File: config.mk
export PLATFORM = sky130hd
export DESIGN_NAME = i2c_master_transaction_engine_flat
export DESIGN_NICKNAME = d
export VERILOG_FILES = /design/src/i2cm_pkg.sv /design/src/i2cm_if.sv /design/src/i2cm_ram.sv /design/src/i2c_master_transaction_engine.sv /design/src/flat_wrapper.sv
export SDC_FILE = /design/constraint.sdc
export NUM_CORES = 1
export LEC_CHECK = 0
export BUFFER_PORTS_ARGS = -buffer_cell sky130_fd_sc_hd__buf_2
export CAP_MARGIN = 30
export CORE_ASPECT_RATIO = 0.75
export CORE_MARGIN = 1.5
export CORE_UTILIZATION = 65
export DETAILED_ROUTE_END_ITERATION = 6
export PLACE_DENSITY = 0.93
export SLEW_MARGIN = 20
export SYNTH_ARGS = -nofsm -noshare
export SYNTH_HDL_FRONTEND = slang
export SYNTH_SLANG_ARGS = --single-unit
File: constraint.sdc
create_clock -name clk -period 11.31 [get_ports clk]
set_clock_uncertainty 0.2 [all_clocks]
set_input_delay 2.262 -clock clk [delete_from_list [all_inputs] [get_ports clk]]
set_output_delay 2.262 -clock clk [all_outputs]
set_load 0.05 [all_outputs]
File: src/i2cm_pkg.sv
// Shared types, codes and constants of the I2C master transaction engine.
`default_nettype none
package i2cm_pkg;

    // Transmit buffer depth and the widths that follow from it
    localparam int TX_DEPTH = 16;
    localparam int TX_AW    = (TX_DEPTH > 1) ? $clog2(TX_DEPTH) : 1;
    localparam int TX_FW    = $clog2(TX_DEPTH + 1);
    localparam int TX_CW    = ((TX_FW > 5) ? TX_FW : 5) + 1;

    // Request codes
    localparam logic [1:0] REQ_TICK  = 2'd0;
    localparam logic [1:0] REQ_PUSH  = 2'd1;
    localparam logic [1:0] REQ_BEGIN = 2'd2;

    // Completion status codes
    localparam logic [1:0] STATUS_OK     = 2'd0;
    localparam logic [1:0] STATUS_NACK   = 2'd1;
    localparam logic [1:0] STATUS_REJECT = 2'd2;

    // Configuration register indexes
    localparam logic [1:0] CFG_DEVICE_ADDRESS   = 2'd0;
    localparam logic [1:0] CFG_PHASE_TICKS      = 2'd1;
    localparam logic [1:0] CFG_WRITE_WAIT_TICKS = 2'd2;

    // Configuration reset values
    localparam logic [7:0]  DEVICE_ADDRESS_RESET   = 8'hA0;
    localparam logic [15:0] PHASE_TICKS_RESET      = 16'd50;
    localparam logic [23:0] WRITE_WAIT_TICKS_RESET = 24'd2000;

    // Mask that clears the read/write bit of the address byte
    localparam logic [7:0] ADDR_RW_MASK = 8'hFE;

    typedef enum logic [8:0] {
        ST_IDLE   = 9'b000000001,
        ST_START  = 9'b000000010,
        ST_ADDR_W = 9'b000000100,
        ST_DATA_W = 9'b000001000,
        ST_RSTART = 9'b000010000,
        ST_ADDR_R = 9'b000100000,
        ST_RDATA  = 9'b001000000,
        ST_STOP   = 9'b010000000,
        ST_WAIT   = 9'b100000000
    } phase_state_t;

    typedef struct packed {
        logic       scl_out;
        logic       sda_out;
        logic [7:0] rx_data;
        logic       rx_valid;
        logic       rx_last;
        logic       done_res;
        logic [1:0] status;
        logic       busy_res;
    } res_t;

endpackage
`default_nettype wire

File: src/i2cm_if.sv
// Request and result channel interfaces of the I2C master transaction engine.
`default_nettype none
interface i2cm_req_if;
    logic        valid;
    logic        ready;
    logic [1:0]  req_type;
    logic        sda_in;
    logic [7:0]  tx_byte;
    logic [4:0]  tx_count;
    logic [15:0] rx_count;
    logic        read_mode;

    modport source (
        output valid, req_type, sda_in, tx_byte, tx_count, rx_count, read_mode,
        input  ready
    );
    modport sink (
        input  valid, req_type, sda_in, tx_byte, tx_count, rx_count, read_mode,
        output ready
    );
endinterface

interface i2cm_res_if;
    logic        valid;
    logic        ready;
    logic        scl_out;
    logic        sda_out;
    logic [7:0]  rx_data;
    logic        rx_valid;
    logic        rx_last;
    logic        done_res;
    logic [1:0]  status;
    logic        busy_res;

    modport source (
        output valid, scl_out, sda_out, rx_data, rx_valid, rx_last, done_res, status,
               busy_res,
        input  ready
    );
    modport sink (
        input  valid, scl_out, sda_out, rx_data, rx_valid, rx_last, done_res, status,
               busy_res,
        output ready
    );
endinterface
`default_nettype wire

File: src/i2cm_ram.sv
// Generic single-write, single-read RAM with registered read data.
`default_nettype none
module i2cm_ram #(
    parameter int WIDTH = 8,
    parameter int DEPTH = 16
) (
    input  wire logic                                  clk,
    input  wire logic                                  we,
    input  wire logic [((DEPTH > 1) ? $clog2(DEPTH) : 1)-1:0] waddr,
    input  wire logic [WIDTH-1:0]                      wdata,
    input  wire logic [((DEPTH > 1) ? $clog2(DEPTH) : 1)-1:0] raddr,
    output logic      [WIDTH-1:0]                      rdata
);

    logic [WIDTH-1:0] mem [DEPTH];

    always_ff @(posedge clk)
    begin
        if (we)
        begin
            mem[waddr] <= wdata;
        end
        rdata <= mem[raddr];
    end

endmodule
`default_nettype wire

File: src/i2c_master_transaction_engine.sv
// Top level of the I2C master transaction engine.
// Every request item is handled as soon as it is accepted, so the engine takes one item per
// cycle; each item yields exactly one result item. A two-entry output stage (output
// register plus skid register) lets a new item in while a result waits, and request
// ready drops only when both entries are full. Tick items advance the SCL/SDA
// sequencer by one bus tick; push items write the transmit buffer RAM (16 x 8,
// one write and one registered read port), which is read ahead at the current read
// position so the next byte is ready long before the acknowledge slot uses it.
// Push and begin are ignored while a transaction runs. No clearing pass after reset.
`default_nettype none
module i2c_master_transaction_engine
    import i2cm_pkg::*;
(
    input  wire logic        clk,
    input  wire logic        rst_n,
    i2cm_req_if.sink         req,
    i2cm_res_if.source       res,
    input  wire logic        cfg_we,
    input  wire logic [1:0]  cfg_index,
    input  wire logic [23:0] cfg_data
);

    // Configuration
    logic [7:0]  dev_addr_reg;
    logic [15:0] phase_ticks_reg;
    logic [23:0] wait_ticks_reg;

    // Sequencer state
    phase_state_t   state_reg, state_next;
    logic [1:0]     quarter_reg, quarter_next;
    logic [23:0]    tick_reg, tick_next;
    logic [3:0]     bit_reg, bit_next;
    logic [7:0]     shift_reg, shift_next;
    logic [4:0]     left_tx_reg, left_tx_next;
    logic [15:0]    left_rx_reg, left_rx_next;
    logic           read_flag_reg, read_flag_next;
    logic           scl_reg, scl_next;
    logic           sda_reg, sda_next;
    logic           nack_reg, nack_next;
    logic [TX_FW-1:0] fill_reg, fill_next;
    logic [TX_FW-1:0] rpos_reg, rpos_next;

    // Output stage
    res_t out_reg, out_next;
    res_t skid_reg, skid_next;
    logic out_valid_reg, out_valid_next;
    logic skid_valid_reg, skid_valid_next;
    res_t res_new;

    // Buffer RAM
    logic       ram_we;
    logic [7:0] ram_rdata;

    logic in_fire;
    logic out_fire;
    logic drv_scl;
    logic drv_sda;
    logic idle;

    assign in_fire  = req.valid & req.ready;
    assign out_fire = out_valid_reg & res.ready;
    assign req.ready = ~skid_valid_reg;
    assign idle = (state_reg == ST_IDLE);

    i2cm_ram #(
        .WIDTH (8),
        .DEPTH (TX_DEPTH)
    ) u_tx_ram (
        .clk   (clk),
        .we    (ram_we),
        .waddr (fill_reg[TX_AW-1:0]),
        .wdata (req.tx_byte),
        .raddr (rpos_reg[TX_AW-1:0]),
        .rdata (ram_rdata)
    );

    // Line levels for the current quarter
    always_comb
    begin
        drv_scl = (quarter_reg == 2'd1) || (quarter_reg == 2'd2);
        drv_sda = 1'b1;
        case (state_reg)
            ST_START, ST_RSTART:
            begin
                drv_scl = (quarter_reg == 2'd0) ? scl_reg : (quarter_reg != 2'd3);
                drv_sda = (quarter_reg < 2'd2);
            end
            ST_STOP:
            begin
                drv_scl = (quarter_reg != 2'd0);
                drv_sda = (quarter_reg == 2'd3);
            end
            ST_WAIT:
            begin
                drv_scl = 1'b1;
                drv_sda = 1'b1;
            end
            ST_RDATA:
            begin
                drv_sda = (bit_reg < 4'd8) ? 1'b1 : (left_rx_reg == 16'd1);
            end
            default:
            begin
                drv_sda = (bit_reg < 4'd8) ? shift_reg[7] : 1'b1;
            end
        endcase
    end

    always_comb
    begin
        logic [24:0] tick_sum;
        logic [15:0] pt;
        logic        do_finish;
        logic [15:0] rx_dec;

        tick_sum  = {1'b0, tick_reg} + 25'd1;
        pt        = (phase_ticks_reg == 16'd0) ? 16'd1 : phase_ticks_reg;
        do_finish = 1'b0;
        rx_dec    = left_rx_reg;

        state_next     = state_reg;
        quarter_next   = quarter_reg;
        tick_next      = tick_reg;
        bit_next       = bit_reg;
        shift_next     = shift_reg;
        left_tx_next   = left_tx_reg;
        left_rx_next   = left_rx_reg;
        read_flag_next = read_flag_reg;
        scl_next       = scl_reg;
        sda_next       = sda_reg;
        nack_next      = nack_reg;
        fill_next      = fill_reg;
        rpos_next      = rpos_reg;
        ram_we         = 1'b0;
        res_new        = '0;

        if (in_fire)
        begin
            case (req.req_type)
                REQ_TICK:
                begin
                    if (idle)
                    begin
                        scl_next = 1'b1;
                        sda_next = 1'b1;
                    end
                    else
                    begin
                        scl_next = drv_scl;
                        sda_next = drv_sda;
                        if (state_reg == ST_WAIT)
                        begin
                            if (tick_sum >= {1'b0, wait_ticks_reg})
                            begin
                                do_finish = 1'b1;
                            end
                            else
                            begin
                                tick_next = tick_sum[23:0];
                            end
                        end
                        else if (tick_sum < {9'd0, pt})
                        begin
                            tick_next = tick_sum[23:0];
                        end
                        else
                        begin
                            tick_next = '0;
                            // Sample SDA at the end of the third quarter
                            if (quarter_reg == 2'd2)
                            begin
                                if (state_reg inside {ST_ADDR_W, ST_DATA_W, ST_ADDR_R})
                                begin
                                    if (bit_reg == 4'd8)
                                    begin
                                        nack_next = req.sda_in;
                                    end
                                end
                                else if (state_reg == ST_RDATA && bit_reg < 4'd8)
                                begin
                                    shift_next = {shift_reg[6:0], req.sda_in};
                                end
                            end
                            if (quarter_reg != 2'd3)
                            begin
                                quarter_next = quarter_reg + 2'd1;
                            end
                            else
                            begin
                                quarter_next = 2'd0;
                                // End of slot: pick the next slot
                                case (state_reg)
                                    ST_START:
                                    begin
                                        shift_next = dev_addr_reg & ADDR_RW_MASK;
                                        state_next = ST_ADDR_W;
                                        bit_next   = '0;
                                    end
                                    ST_RSTART:
                                    begin
                                        shift_next = (dev_addr_reg & ADDR_RW_MASK) | 8'd1;
                                        state_next = ST_ADDR_R;
                                        bit_next   = '0;
                                    end
                                    ST_ADDR_W, ST_DATA_W, ST_ADDR_R:
                                    begin
                                        if (bit_reg < 4'd8)
                                        begin
                                            shift_next = {shift_reg[6:0], 1'b0};
                                            bit_next   = bit_reg + 4'd1;
                                        end
                                        else
                                        begin
                                            bit_next = '0;
                                            if (nack_reg)
                                            begin
                                                state_next = ST_STOP;
                                            end
                                            else if (state_reg == ST_ADDR_R)
                                            begin
                                                if (left_rx_reg == 16'd0)
                                                begin
                                                    state_next = ST_STOP;
                                                end
                                                else
                                                begin
                                                    shift_next = '0;
                                                    state_next = ST_RDATA;
                                                end
                                            end
                                            else if (left_tx_reg != 5'd0 &&
                                                     rpos_reg < fill_reg &&
                                                     rpos_reg < TX_FW'(TX_DEPTH))
                                            begin
                                                // Byte at the read position is already out of the RAM
                                                shift_next   = ram_rdata;
                                                rpos_next    = rpos_reg + TX_FW'(1);
                                                left_tx_next = left_tx_reg - 5'd1;
                                                state_next   = ST_DATA_W;
                                            end
                                            else if (read_flag_reg)
                                            begin
                                                state_next = ST_RSTART;
                                            end
                                            else
                                            begin
                                                state_next = ST_STOP;
                                            end
                                        end
                                    end
                                    ST_RDATA:
                                    begin
                                        if (bit_reg < 4'd8)
                                        begin
                                            if (bit_reg == 4'd7)
                                            begin
                                                res_new.rx_valid = 1'b1;
                                                res_new.rx_data  = shift_reg;
                                                res_new.rx_last  = (left_rx_reg == 16'd1);
                                            end
                                            bit_next = bit_reg + 4'd1;
                                        end
                                        else
                                        begin
                                            if (left_rx_reg != 16'd0)
                                            begin
                                                rx_dec = left_rx_reg - 16'd1;
                                            end
                                            left_rx_next = rx_dec;
                                            bit_next     = '0;
                                            if (rx_dec == 16'd0)
                                            begin
                                                state_next = ST_STOP;
                                            end
                                            else
                                            begin
                                                shift_next = '0;
                                                state_next = ST_RDATA;
                                            end
                                        end
                                    end
                                    ST_STOP:
                                    begin
                                        if (!nack_reg && !read_flag_reg &&
                                            wait_ticks_reg != 24'd0)
                                        begin
                                            state_next = ST_WAIT;
                                            bit_next   = '0;
                                            tick_next  = '0;
                                        end
                                        else
                                        begin
                                            do_finish = 1'b1;
                                        end
                                    end
                                    default:
                                    begin
                                        state_next = state_reg;
                                    end
                                endcase
                            end
                        end
                    end
                end
                REQ_PUSH:
                begin
                    if (idle && fill_reg < TX_FW'(TX_DEPTH))
                    begin
                        ram_we    = 1'b1;
                        fill_next = fill_reg + TX_FW'(1);
                    end
                end
                REQ_BEGIN:
                begin
                    if (idle)
                    begin
                        if ({{(TX_CW-5){1'b0}}, req.tx_count} >
                            {{(TX_CW-TX_FW){1'b0}}, fill_reg})
                        begin
                            res_new.done_res = 1'b1;
                            res_new.status   = STATUS_REJECT;
                        end
                        else
                        begin
                            left_tx_next   = req.tx_count;
                            left_rx_next   = req.rx_count;
                            read_flag_next = req.read_mode;
                            rpos_next      = '0;
                            nack_next      = 1'b0;
                            shift_next     = '0;
                            quarter_next   = '0;
                            tick_next      = '0;
                            state_next     = ST_START;
                            bit_next       = '0;
                        end
                    end
                end
                default:
                begin
                    state_next = state_reg;
                end
            endcase

            if (do_finish)
            begin
                state_next       = ST_IDLE;
                quarter_next     = '0;
                tick_next        = '0;
                bit_next         = '0;
                fill_next        = '0;
                rpos_next        = '0;
                res_new.done_res = 1'b1;
                res_new.status   = nack_reg ? STATUS_NACK : STATUS_OK;
            end
        end

        res_new.scl_out  = scl_next;
        res_new.sda_out  = sda_next;
        res_new.busy_res = (state_next != ST_IDLE);
    end

    // Output register and skid register
    always_comb
    begin
        out_next        = out_reg;
        skid_next       = skid_reg;
        out_valid_next  = out_valid_reg;
        skid_valid_next = skid_valid_reg;
        if (out_valid_reg && !out_fire)
        begin
            // Hold the waiting result; park a new one in the skid register
            if (in_fire)
            begin
                skid_next       = res_new;
                skid_valid_next = 1'b1;
            end
        end
        else if (skid_valid_reg)
        begin
            out_next        = skid_reg;
            out_valid_next  = 1'b1;
            skid_valid_next = 1'b0;
        end
        else
        begin
            out_next       = res_new;
            out_valid_next = in_fire;
        end
    end

    always_ff @(posedge clk or negedge rst_n)
    begin
        if (!rst_n)
        begin
            dev_addr_reg    <= DEVICE_ADDRESS_RESET;
            phase_ticks_reg <= PHASE_TICKS_RESET;
            wait_ticks_reg  <= WRITE_WAIT_TICKS_RESET;
            state_reg       <= ST_IDLE;
            quarter_reg     <= '0;
            tick_reg        <= '0;
            bit_reg         <= '0;
            shift_reg       <= '0;
            left_tx_reg     <= '0;
            left_rx_reg     <= '0;
            read_flag_reg   <= 1'b0;
            scl_reg         <= 1'b1;
            sda_reg         <= 1'b1;
            nack_reg        <= 1'b0;
            fill_reg        <= '0;
            rpos_reg        <= '0;
            out_valid_reg   <= 1'b0;
            skid_valid_reg  <= 1'b0;
        end
        else
        begin
            if (cfg_we)
            begin
                case (cfg_index)
                    CFG_DEVICE_ADDRESS:   dev_addr_reg    <= cfg_data[7:0];
                    CFG_PHASE_TICKS:      phase_ticks_reg <= cfg_data[15:0];
                    CFG_WRITE_WAIT_TICKS: wait_ticks_reg  <= cfg_data;
                    default:              dev_addr_reg    <= dev_addr_reg;
                endcase
            end
            state_reg      <= state_next;
            quarter_reg    <= quarter_next;
            tick_reg       <= tick_next;
            bit_reg        <= bit_next;
            shift_reg      <= shift_next;
            left_tx_reg    <= left_tx_next;
            left_rx_reg    <= left_rx_next;
            read_flag_reg  <= read_flag_next;
            scl_reg        <= scl_next;
            sda_reg        <= sda_next;
            nack_reg       <= nack_next;
            fill_reg       <= fill_next;
            rpos_reg       <= rpos_next;
            out_valid_reg  <= out_valid_next;
            skid_valid_reg <= skid_valid_next;
        end
    end

    always_ff @(posedge clk)
    begin
        out_reg  <= out_next;
        skid_reg <= skid_next;
    end

    assign res.valid    = out_valid_reg;
    assign res.scl_out  = out_reg.scl_out;
    assign res.sda_out  = out_reg.sda_out;
    assign res.rx_data  = out_reg.rx_data;
    assign res.rx_valid = out_reg.rx_valid;
    assign res.rx_last  = out_reg.rx_last;
    assign res.done_res = out_reg.done_res;
    assign res.status   = out_reg.status;
    assign res.busy_res = out_reg.busy_res;

endmodule
`default_nettype wire
File: src/flat_wrapper.sv
// flat-port wrapper written by rule: the top's interface ports become plain ports
module i2c_master_transaction_engine_flat import i2cm_pkg::*;
  (clk, rst_n, cfg_we, cfg_index, cfg_data, req_valid, req_req_type, req_sda_in, req_tx_byte, req_tx_count, req_rx_count, req_read_mode, req_ready, res_valid, res_scl_out, res_sda_out, res_rx_data, res_rx_valid, res_rx_last, res_done_res, res_status, res_busy_res, res_ready);
  i2cm_req_if req_i ();
  i2cm_res_if res_i ();
  input  wire logic clk;
  input  wire logic rst_n;
  input  wire logic cfg_we;
  input  wire logic [1:0] cfg_index;
  input  wire logic [23:0] cfg_data;
  input wire logic [$bits(req_i.valid)-1:0] req_valid;
  input wire logic [$bits(req_i.req_type)-1:0] req_req_type;
  input wire logic [$bits(req_i.sda_in)-1:0] req_sda_in;
  input wire logic [$bits(req_i.tx_byte)-1:0] req_tx_byte;
  input wire logic [$bits(req_i.tx_count)-1:0] req_tx_count;
  input wire logic [$bits(req_i.rx_count)-1:0] req_rx_count;
  input wire logic [$bits(req_i.read_mode)-1:0] req_read_mode;
  output wire logic [$bits(req_i.ready)-1:0] req_ready;
  output wire logic [$bits(res_i.valid)-1:0] res_valid;
  output wire logic [$bits(res_i.scl_out)-1:0] res_scl_out;
  output wire logic [$bits(res_i.sda_out)-1:0] res_sda_out;
  output wire logic [$bits(res_i.rx_data)-1:0] res_rx_data;
  output wire logic [$bits(res_i.rx_valid)-1:0] res_rx_valid;
  output wire logic [$bits(res_i.rx_last)-1:0] res_rx_last;
  output wire logic [$bits(res_i.done_res)-1:0] res_done_res;
  output wire logic [$bits(res_i.status)-1:0] res_status;
  output wire logic [$bits(res_i.busy_res)-1:0] res_busy_res;
  input wire logic [$bits(res_i.ready)-1:0] res_ready;
  assign req_i.valid = req_valid;
  assign req_i.req_type = req_req_type;
  assign req_i.sda_in = req_sda_in;
  assign req_i.tx_byte = req_tx_byte;
  assign req_i.tx_count = req_tx_count;
  assign req_i.rx_count = req_rx_count;
  assign req_i.read_mode = req_read_mode;
  assign req_ready = req_i.ready;
  assign res_valid = res_i.valid;
  assign res_scl_out = res_i.scl_out;
  assign res_sda_out = res_i.sda_out;
  assign res_rx_data = res_i.rx_data;
  assign res_rx_valid = res_i.rx_valid;
  assign res_rx_last = res_i.rx_last;
  assign res_done_res = res_i.done_res;
  assign res_status = res_i.status;
  assign res_busy_res = res_i.busy_res;
  assign res_i.ready = res_ready;
  i2c_master_transaction_engine u_core (.clk(clk), .rst_n(rst_n), .req(req_i), .res(res_i), .cfg_we(cfg_we), .cfg_index(cfg_index), .cfg_data(cfg_data));
endmodule
======== Word-level counts from Yosys, hierarchy flattened ========
Memory sizes are Yosys's and may differ from the RTL's. A register that Yosys moved wholly into a read port is not among the register bits.
Cells that the tools add are included.
operators by class
  $add $sub $neg .......................... 7
  bitwise gates (word level) .............. 4
  $lt $le $gt $ge ......................... 8
  mux-type cells .......................... 163
  reductions and logical operators ........ 43
  equality and inequality tests ........... 51
operators by type and width
  operator                                               count
  2-to-1 mux 16 bit                                      19
  2-to-1 mux 24 bit                                      7
  2-to-1 mux 8 bit                                       19
  2-to-1 mux 5 bit                                       26
  2-to-1 mux 9 bit                                       14
  2-to-1 mux 10 bit                                      8
  logical NOT 16 bit                                     3
  case mux 24 bit (2 select lines)                       1
  case mux 9 bit (5 select lines)                        1
  2-to-1 mux 4 bit                                       9
  2-to-1 mux 1 bit                                       35
  case mux 16 bit (2 select lines)                       1
  case mux 8 bit (4 select lines)                        1
  AND reduction 10 bit                                   3
  AND reduction 13 bit                                   2
  adder 24 x 1 -> 25 bit (second input constant)         1
  >= comparator 25 x 24 -> 1 bit                         1
  < comparator 25 x 16 -> 1 bit                          1
  inequality test 3 bit (second input constant)          8
  nonzero test 24 bit                                    1
  inequality test 2 bit (second input constant)          10
  case mux 5 bit (2 select lines)                        2
  case mux 9 bit (2 select lines)                        1
  equality test 16 x 1 -> 1 bit (second input constant)  1
  58 further kinds                                       101
word-level totals
  register bits after elaboration ......... 164
  logic and storage cells ................. 311
  output and inout bits ................... 18
  memories kept ........................... 1
  bits in writable memories ............... 128
memories
  memory               words  bits a word  rd ports  clocked after memory_dff  wr ports  line            source
  u_core.u_tx_ram.mem  16     8            1         1                         1         i2cm_ram.sv:15  logic [WIDTH-1:0] mem [DEPTH];

======== Longest topological paths before layout ========
  word-level depth ........................ 23
  mapped depth ............................ 18

======== Modules after synthesis ========
From an unflattened synthesis, not the netlist that was laid out.
unflattened totals
  cell total of the unflattened synthesis .. 1350
  area total of the unflattened synthesis .. 15579.9 um^2
modules (own cells, without submodules)
  module                         instances  area each (um^2)  cells an instance
  i2c_master_transaction_engine  1          10432.5           1121
  i2cm_ram                       1          5147.4            229

======== Worst setup path after synthesis ========
OpenSTA, ideal clock, no wires.
  kind .................................... input-to-reg
  from .................................... in req_req_type[0]
  to ...................................... reg u_core.out_reg (netlist bit u_core.res.busy_res) (data pin)
  path slack .............................. 6.650 ns
  stages on the path ...................... 8
  data arrival time ....................... 4.174 ns
  library setup time ...................... 0.286 ns
  required time ........................... 10.824 ns
  buffers on the path ..................... 1
  cell sequence ........................... clkbuf_1 > nor2_1 > nand2_1 > or4_1 > o22a_1 > a31o_2 > nor4_2 > a31oi_1
on the way
  cells in the longest elaborated chain, start to end .. 7
ends and longest elaborated chain
  what                              line                                  source
  from (decl)                       flat_wrapper.sv:12                    input wire logic [$bits(req_i.req_type)-1:0] req_req_type;
  logical NOT 2 bit                 i2c_master_transaction_engine.sv:139  case (req.req_type)
  2-to-1 mux 1 bit                  i2c_master_transaction_engine.sv:139
  2-to-1 mux 1 bit                  i2c_master_transaction_engine.sv:137  if (in_fire)
  2-to-1 mux 9 bit *                i2c_master_transaction_engine.sv:344  if (do_finish)
  2-to-1 mux 9 bit *                i2c_master_transaction_engine.sv:137
  net u_core.state_next[1]          i2c_master_transaction_engine.sv:29   phase_state_t state_reg, state_next;
  inequality test 9 x 1 -> 1 bit *  i2c_master_transaction_engine.sv:359  res_new.busy_res = (state_next != ST_IDLE);
  2-to-1 mux 16 bit *               i2c_master_transaction_engine.sv:378  else if (skid_valid_reg)
  to (signal assigned)              i2c_master_transaction_engine.sv:445  out_reg <= out_next;
  to (decl)                         i2c_master_transaction_engine.sv:44   res_t out_reg, out_next;
The timed path passes the listed nets; every way through them passes the cells marked *. The select of a mux whose other input is x is not followed.
A chain may end at the register's enable or synchronous reset.

======== Final worst setup path ========
  from .................................... reg u_core.tick_reg[0]
  to ...................................... reg u_core.tick_reg[10]
on the way
  cells in the longest elaborated chain, start to end .. 9
ends and longest elaborated chain
  what                                                                             line                                                                        source
  from (decl)                                                                      i2c_master_transaction_engine.sv:31                                         logic [23:0] tick_reg, tick_next;
  from (signal assigned)                                                           i2c_master_transaction_engine.sv:427                                        tick_reg <= tick_next;
  adder 24 x 1 -> 25 bit *                                                         i2c_master_transaction_engine.sv:116                                        tick_sum = {1'b0, tick_reg} + 25'd1;
  < comparator 25 x 16 -> 1 bit or >= comparator 25 x 24 -> 1 bit (tied branches)  i2c_master_transaction_engine.sv:162, i2c_master_transaction_engine.sv:153
  2-to-1 mux 1 bit, on equally long branches                                       i2c_master_transaction_engine.sv:162, i2c_master_transaction_engine.sv:153
  2-to-1 mux 1 bit                                                                 i2c_master_transaction_engine.sv:151                                        if (state_reg == ST_WAIT)
  2-to-1 mux 1 bit                                                                 i2c_master_transaction_engine.sv:142                                        if (idle)
  2-to-1 mux 1 bit                                                                 i2c_master_transaction_engine.sv:139
  2-to-1 mux 1 bit                                                                 i2c_master_transaction_engine.sv:137
  inequality test 4 bit (no line), or another cell as far along                    --
  AND reduction 6 bit (no line)                                                    --
Every way passes the cells marked *; elsewhere a longest branch is shown, timed or not. The select of a mux whose other input is x is not followed.

==> run metrics <==
VDD IR max=around 0.13 mV; Post-synth top flop=edfxtp_1; post-route design area=~0.017 mm2; Max Fclk=around 190 MHz; post-layout util=0.7324; Skew-Pair Late Insertion Delay=between 0.5 and 0.6 ns; antenna cells=0; Setup Buffers After CTS=0; post-synthesis cell count=around 1300; crit-path max FO=26; grt total ovfl=0; WP buf/inv=0; critical path cell sequence=ha_1, nand4_2, or4_4, o21ai_0, nand2_1, ha_1, a21oi_1, o21ai_0, a2111oi_0, o211ai_1, a31oi_1, a31o_2, o211a_1, nor2b_1, o21ai_0, o21ai_0; vias=roughly 11000; Hold Path Class=register to register; number of synthesized flops with an enable pin=between 150 and 200; antenna-violating nets left=0; Power per Cell Area=about 170 mW/mm2; CP Launch Type=register; Crit. End Element=register; CP max stage delay=0.70 ns; post-placement cell count=around 1600; max FFs per register=128; Core Region=approximately 0.023 mm2; DR pass1 iterations=6; kind of cell adding the most delay to the critical path=compound AO/OA/AOI/OAI gates; # fillers=roughly 1500; Setup Crit Path Kind=register to register; leakage power=between 6 and 7 nW; share of layout cells above drive strength 1=0.1988; max_slew headroom=0.3506; post-route setup slack=~5.9 ns; Iter 0 DRT Violations=between 1000 and 1500; post-DR vias/cell=~6.8; GRT Total Usage=0.3265; switching power=slightly below 800 uW; synth warn=0; Synth cell types=between 80 and 90; die boundary width=179.0 um; status=finished, final reports clean; total power=approximately 2.8 mW; top-count cell post-synth=edfxtp_1; Site Rows=48; min Tclk post-route=between 5 and 6 ns; post-CTS sizing=0; Worst EP required=~12 ns; total CTS buffers=28; Syn Nets=about 1400; Setup Slack @ Placement=5.826 ns; initial antenna violation count=0; Post-DP Area=0.01580 mm2; max-cap violations=0; CP Data Arrival Time=5.62 ns; Pint=approximately 2.0 mW; RSZ-0062 raised after global routing=no; Slew Limit Fails=0; Die Y=about 140 um; wirelength, routed=roughly 39 mm; DRC viols=0; Worst-path clk slew=0.07 ns; Initial Util=0.6601; Sw Ratio=0.2842; Area contributors post-synth=edfxtp_1, dfrtp_1, mux4_2; asr flop ratio synth=0.4381; area grow syn2layout=10.97%; gp weighted congestion=approximately 0.95; sequential fraction of the synthesis area=0.5469; fin crit share=0.4751; CP most frequent cell=o21ai_0; I/O pin count=82; slowest CP cell=o211a_1; Gate power share=0.190; Sink Count=about 300; CTS max path bufs=3; flops & latches, synth=roughly 300; post-synth top area cell=edfxtp_1; fin cells=about 1700; largest net degree at the start of global routing=76; first-pass GRT wire length=roughly 60 mm; Final Hold Vio Count=0; Clock Power Share=0.335; nets@finish=~1500; post-synth top area share=0.3181; Setup-failing EPs final=0; synthesized area=roughly 0.015 mm2; mean post-synth cell area=approximately 12 um2; sequential share of power=0.475; Slew @ Worst Pin=~0.97 ns; DIE AREA=0.02417 mm2; CTS HTree Levels=1; Port Buffers=81; top post-synthesis cells by count=edfxtp_1, dfrtp_1, nand2_1, nor2_1, inv_1; hold slack=roughly 0.32 ns; routed len/inst=23.35 um; root buf cell=clkbuf_16; cts hold-fix bufs=0; setup_tns=0 ns; CTS tree=yes; vias in the first global route=10882; DP HPWL=approximately 27 mm
[worst min-delay path, delay by kind of cell, from the launching register on]
kind             cells  cell delay [ns]
AO/OA/AOI/OAI        1             0.06
flip-flops           1             0.36
AND/OR/NAND/NOR      1             0.05
[cell usage in the layout (no fill, tap or decap), drive strengths merged, types with 7 or more instances in the layout]
cell,synthesis,layout
o21ai,74,74
edfxtp,160,160
o22ai,9,9
a22o,14,14
nand2b,9,9
and2,11,11
a32o,7,7
nand2,90,90
mux2,51,51
and4,7,7
nor2,76,76
o31ai,10,10
clkbuf,36,36
buf,12,101
o221ai,9,9
dfstp,14,14
mux4,40,40
clkinv,1,8
and3,10,10
xor2,8,8
a31oi,13,13
nand3,45,45
dfrtp,117,117
o22a,10,10
a21oi,64,64
inv,72,72
a21o,22,22
a211oi,10,10
dfxtp,8,8
or3,10,10
ha,62,62
nor4,19,19
xnor2,17,17
o211ai,8,8
nand4,22,22
nor3,31,31
mux2i,12,12
[cell type report]
type,count,area (um2),area share
inverter,73,274.0,0.01635
multi-input combinational,841,6377,0.3805
clock buffer,36,750.7,0.04479
timing repair buffer,101,576.8,0.03442
sequential,299,8262,0.4929
clock inverter,13,143.9,0.008585
tap,300,375.4,0.02240
[logic make-up after synthesis]
family | count (synthesis) | share of synthesized area
AOI/OAI and AO/OA | 284 | 0.1248
adders and majority gates | 62 | 0.05136
and+or+nand+nor | 367 | 0.1258
muxes | 103 | 0.1056
buffers and inverters | 121 | 0.03098
xor gates and xnor gates | 25 | 0.01450
DFF | 299 | 0.5469
[power by group through the flow]
| stage | Combinational, mW | Sequential [mW] | Clock, mW |
|---|---|---|---|
| 6_report | 0.528 | 1.32 | 0.932 |
| 5_1_grt | 0.567 | 1.33 | 0.978 |
| 3_5_place_dp | 0.512 | 1.34 | 0 |
| 3_3_place_gp | 0.481 | 1.33 | 0 |
| 4_1_cts | 0.522 | 1.32 | 0.938 |
| 2_1_floorplan | 0.355 | 1.33 | 0 |
[metal layers]
layer / routed length [um] / up-vias / global-route usage
li1: - / 4961 / -
met1: 15850 / 5539 / 0.4694
met2: 18270 / 656 / 0.5174
met3: 3595 / 103 / 0.05574
met4: 1122 / 0 / 0.09306
met5: 0 / - / 0
[worst paths after layout]
| check | depth (start not counted) | endpoint | slack, ns | startpoint |
|---|---|---|---|---|
| hold reg to reg | 2 | u_core.left_rx_reg[4] | 0.32 | u_core.left_rx_reg[4] |
| min in group asynchronous | 1 | u_core.left_rx_reg[13] | 1.48 | rst_n |
| hold / removal | 2 | u_core.left_rx_reg[4] | 0.32 | u_core.left_rx_reg[4] |
| max in group asynchronous | 3 | u_core.phase_ticks_reg[1] | 8.33 | rst_n |
| setup / recovery | 16 | u_core.tick_reg[10] | 5.94 | u_core.tick_reg[0] |
| setup reg to reg | 16 | u_core.tick_reg[10] | 5.94 | u_core.tick_reg[0] |
No activity file was read; power rests on OpenSTA's default activity.
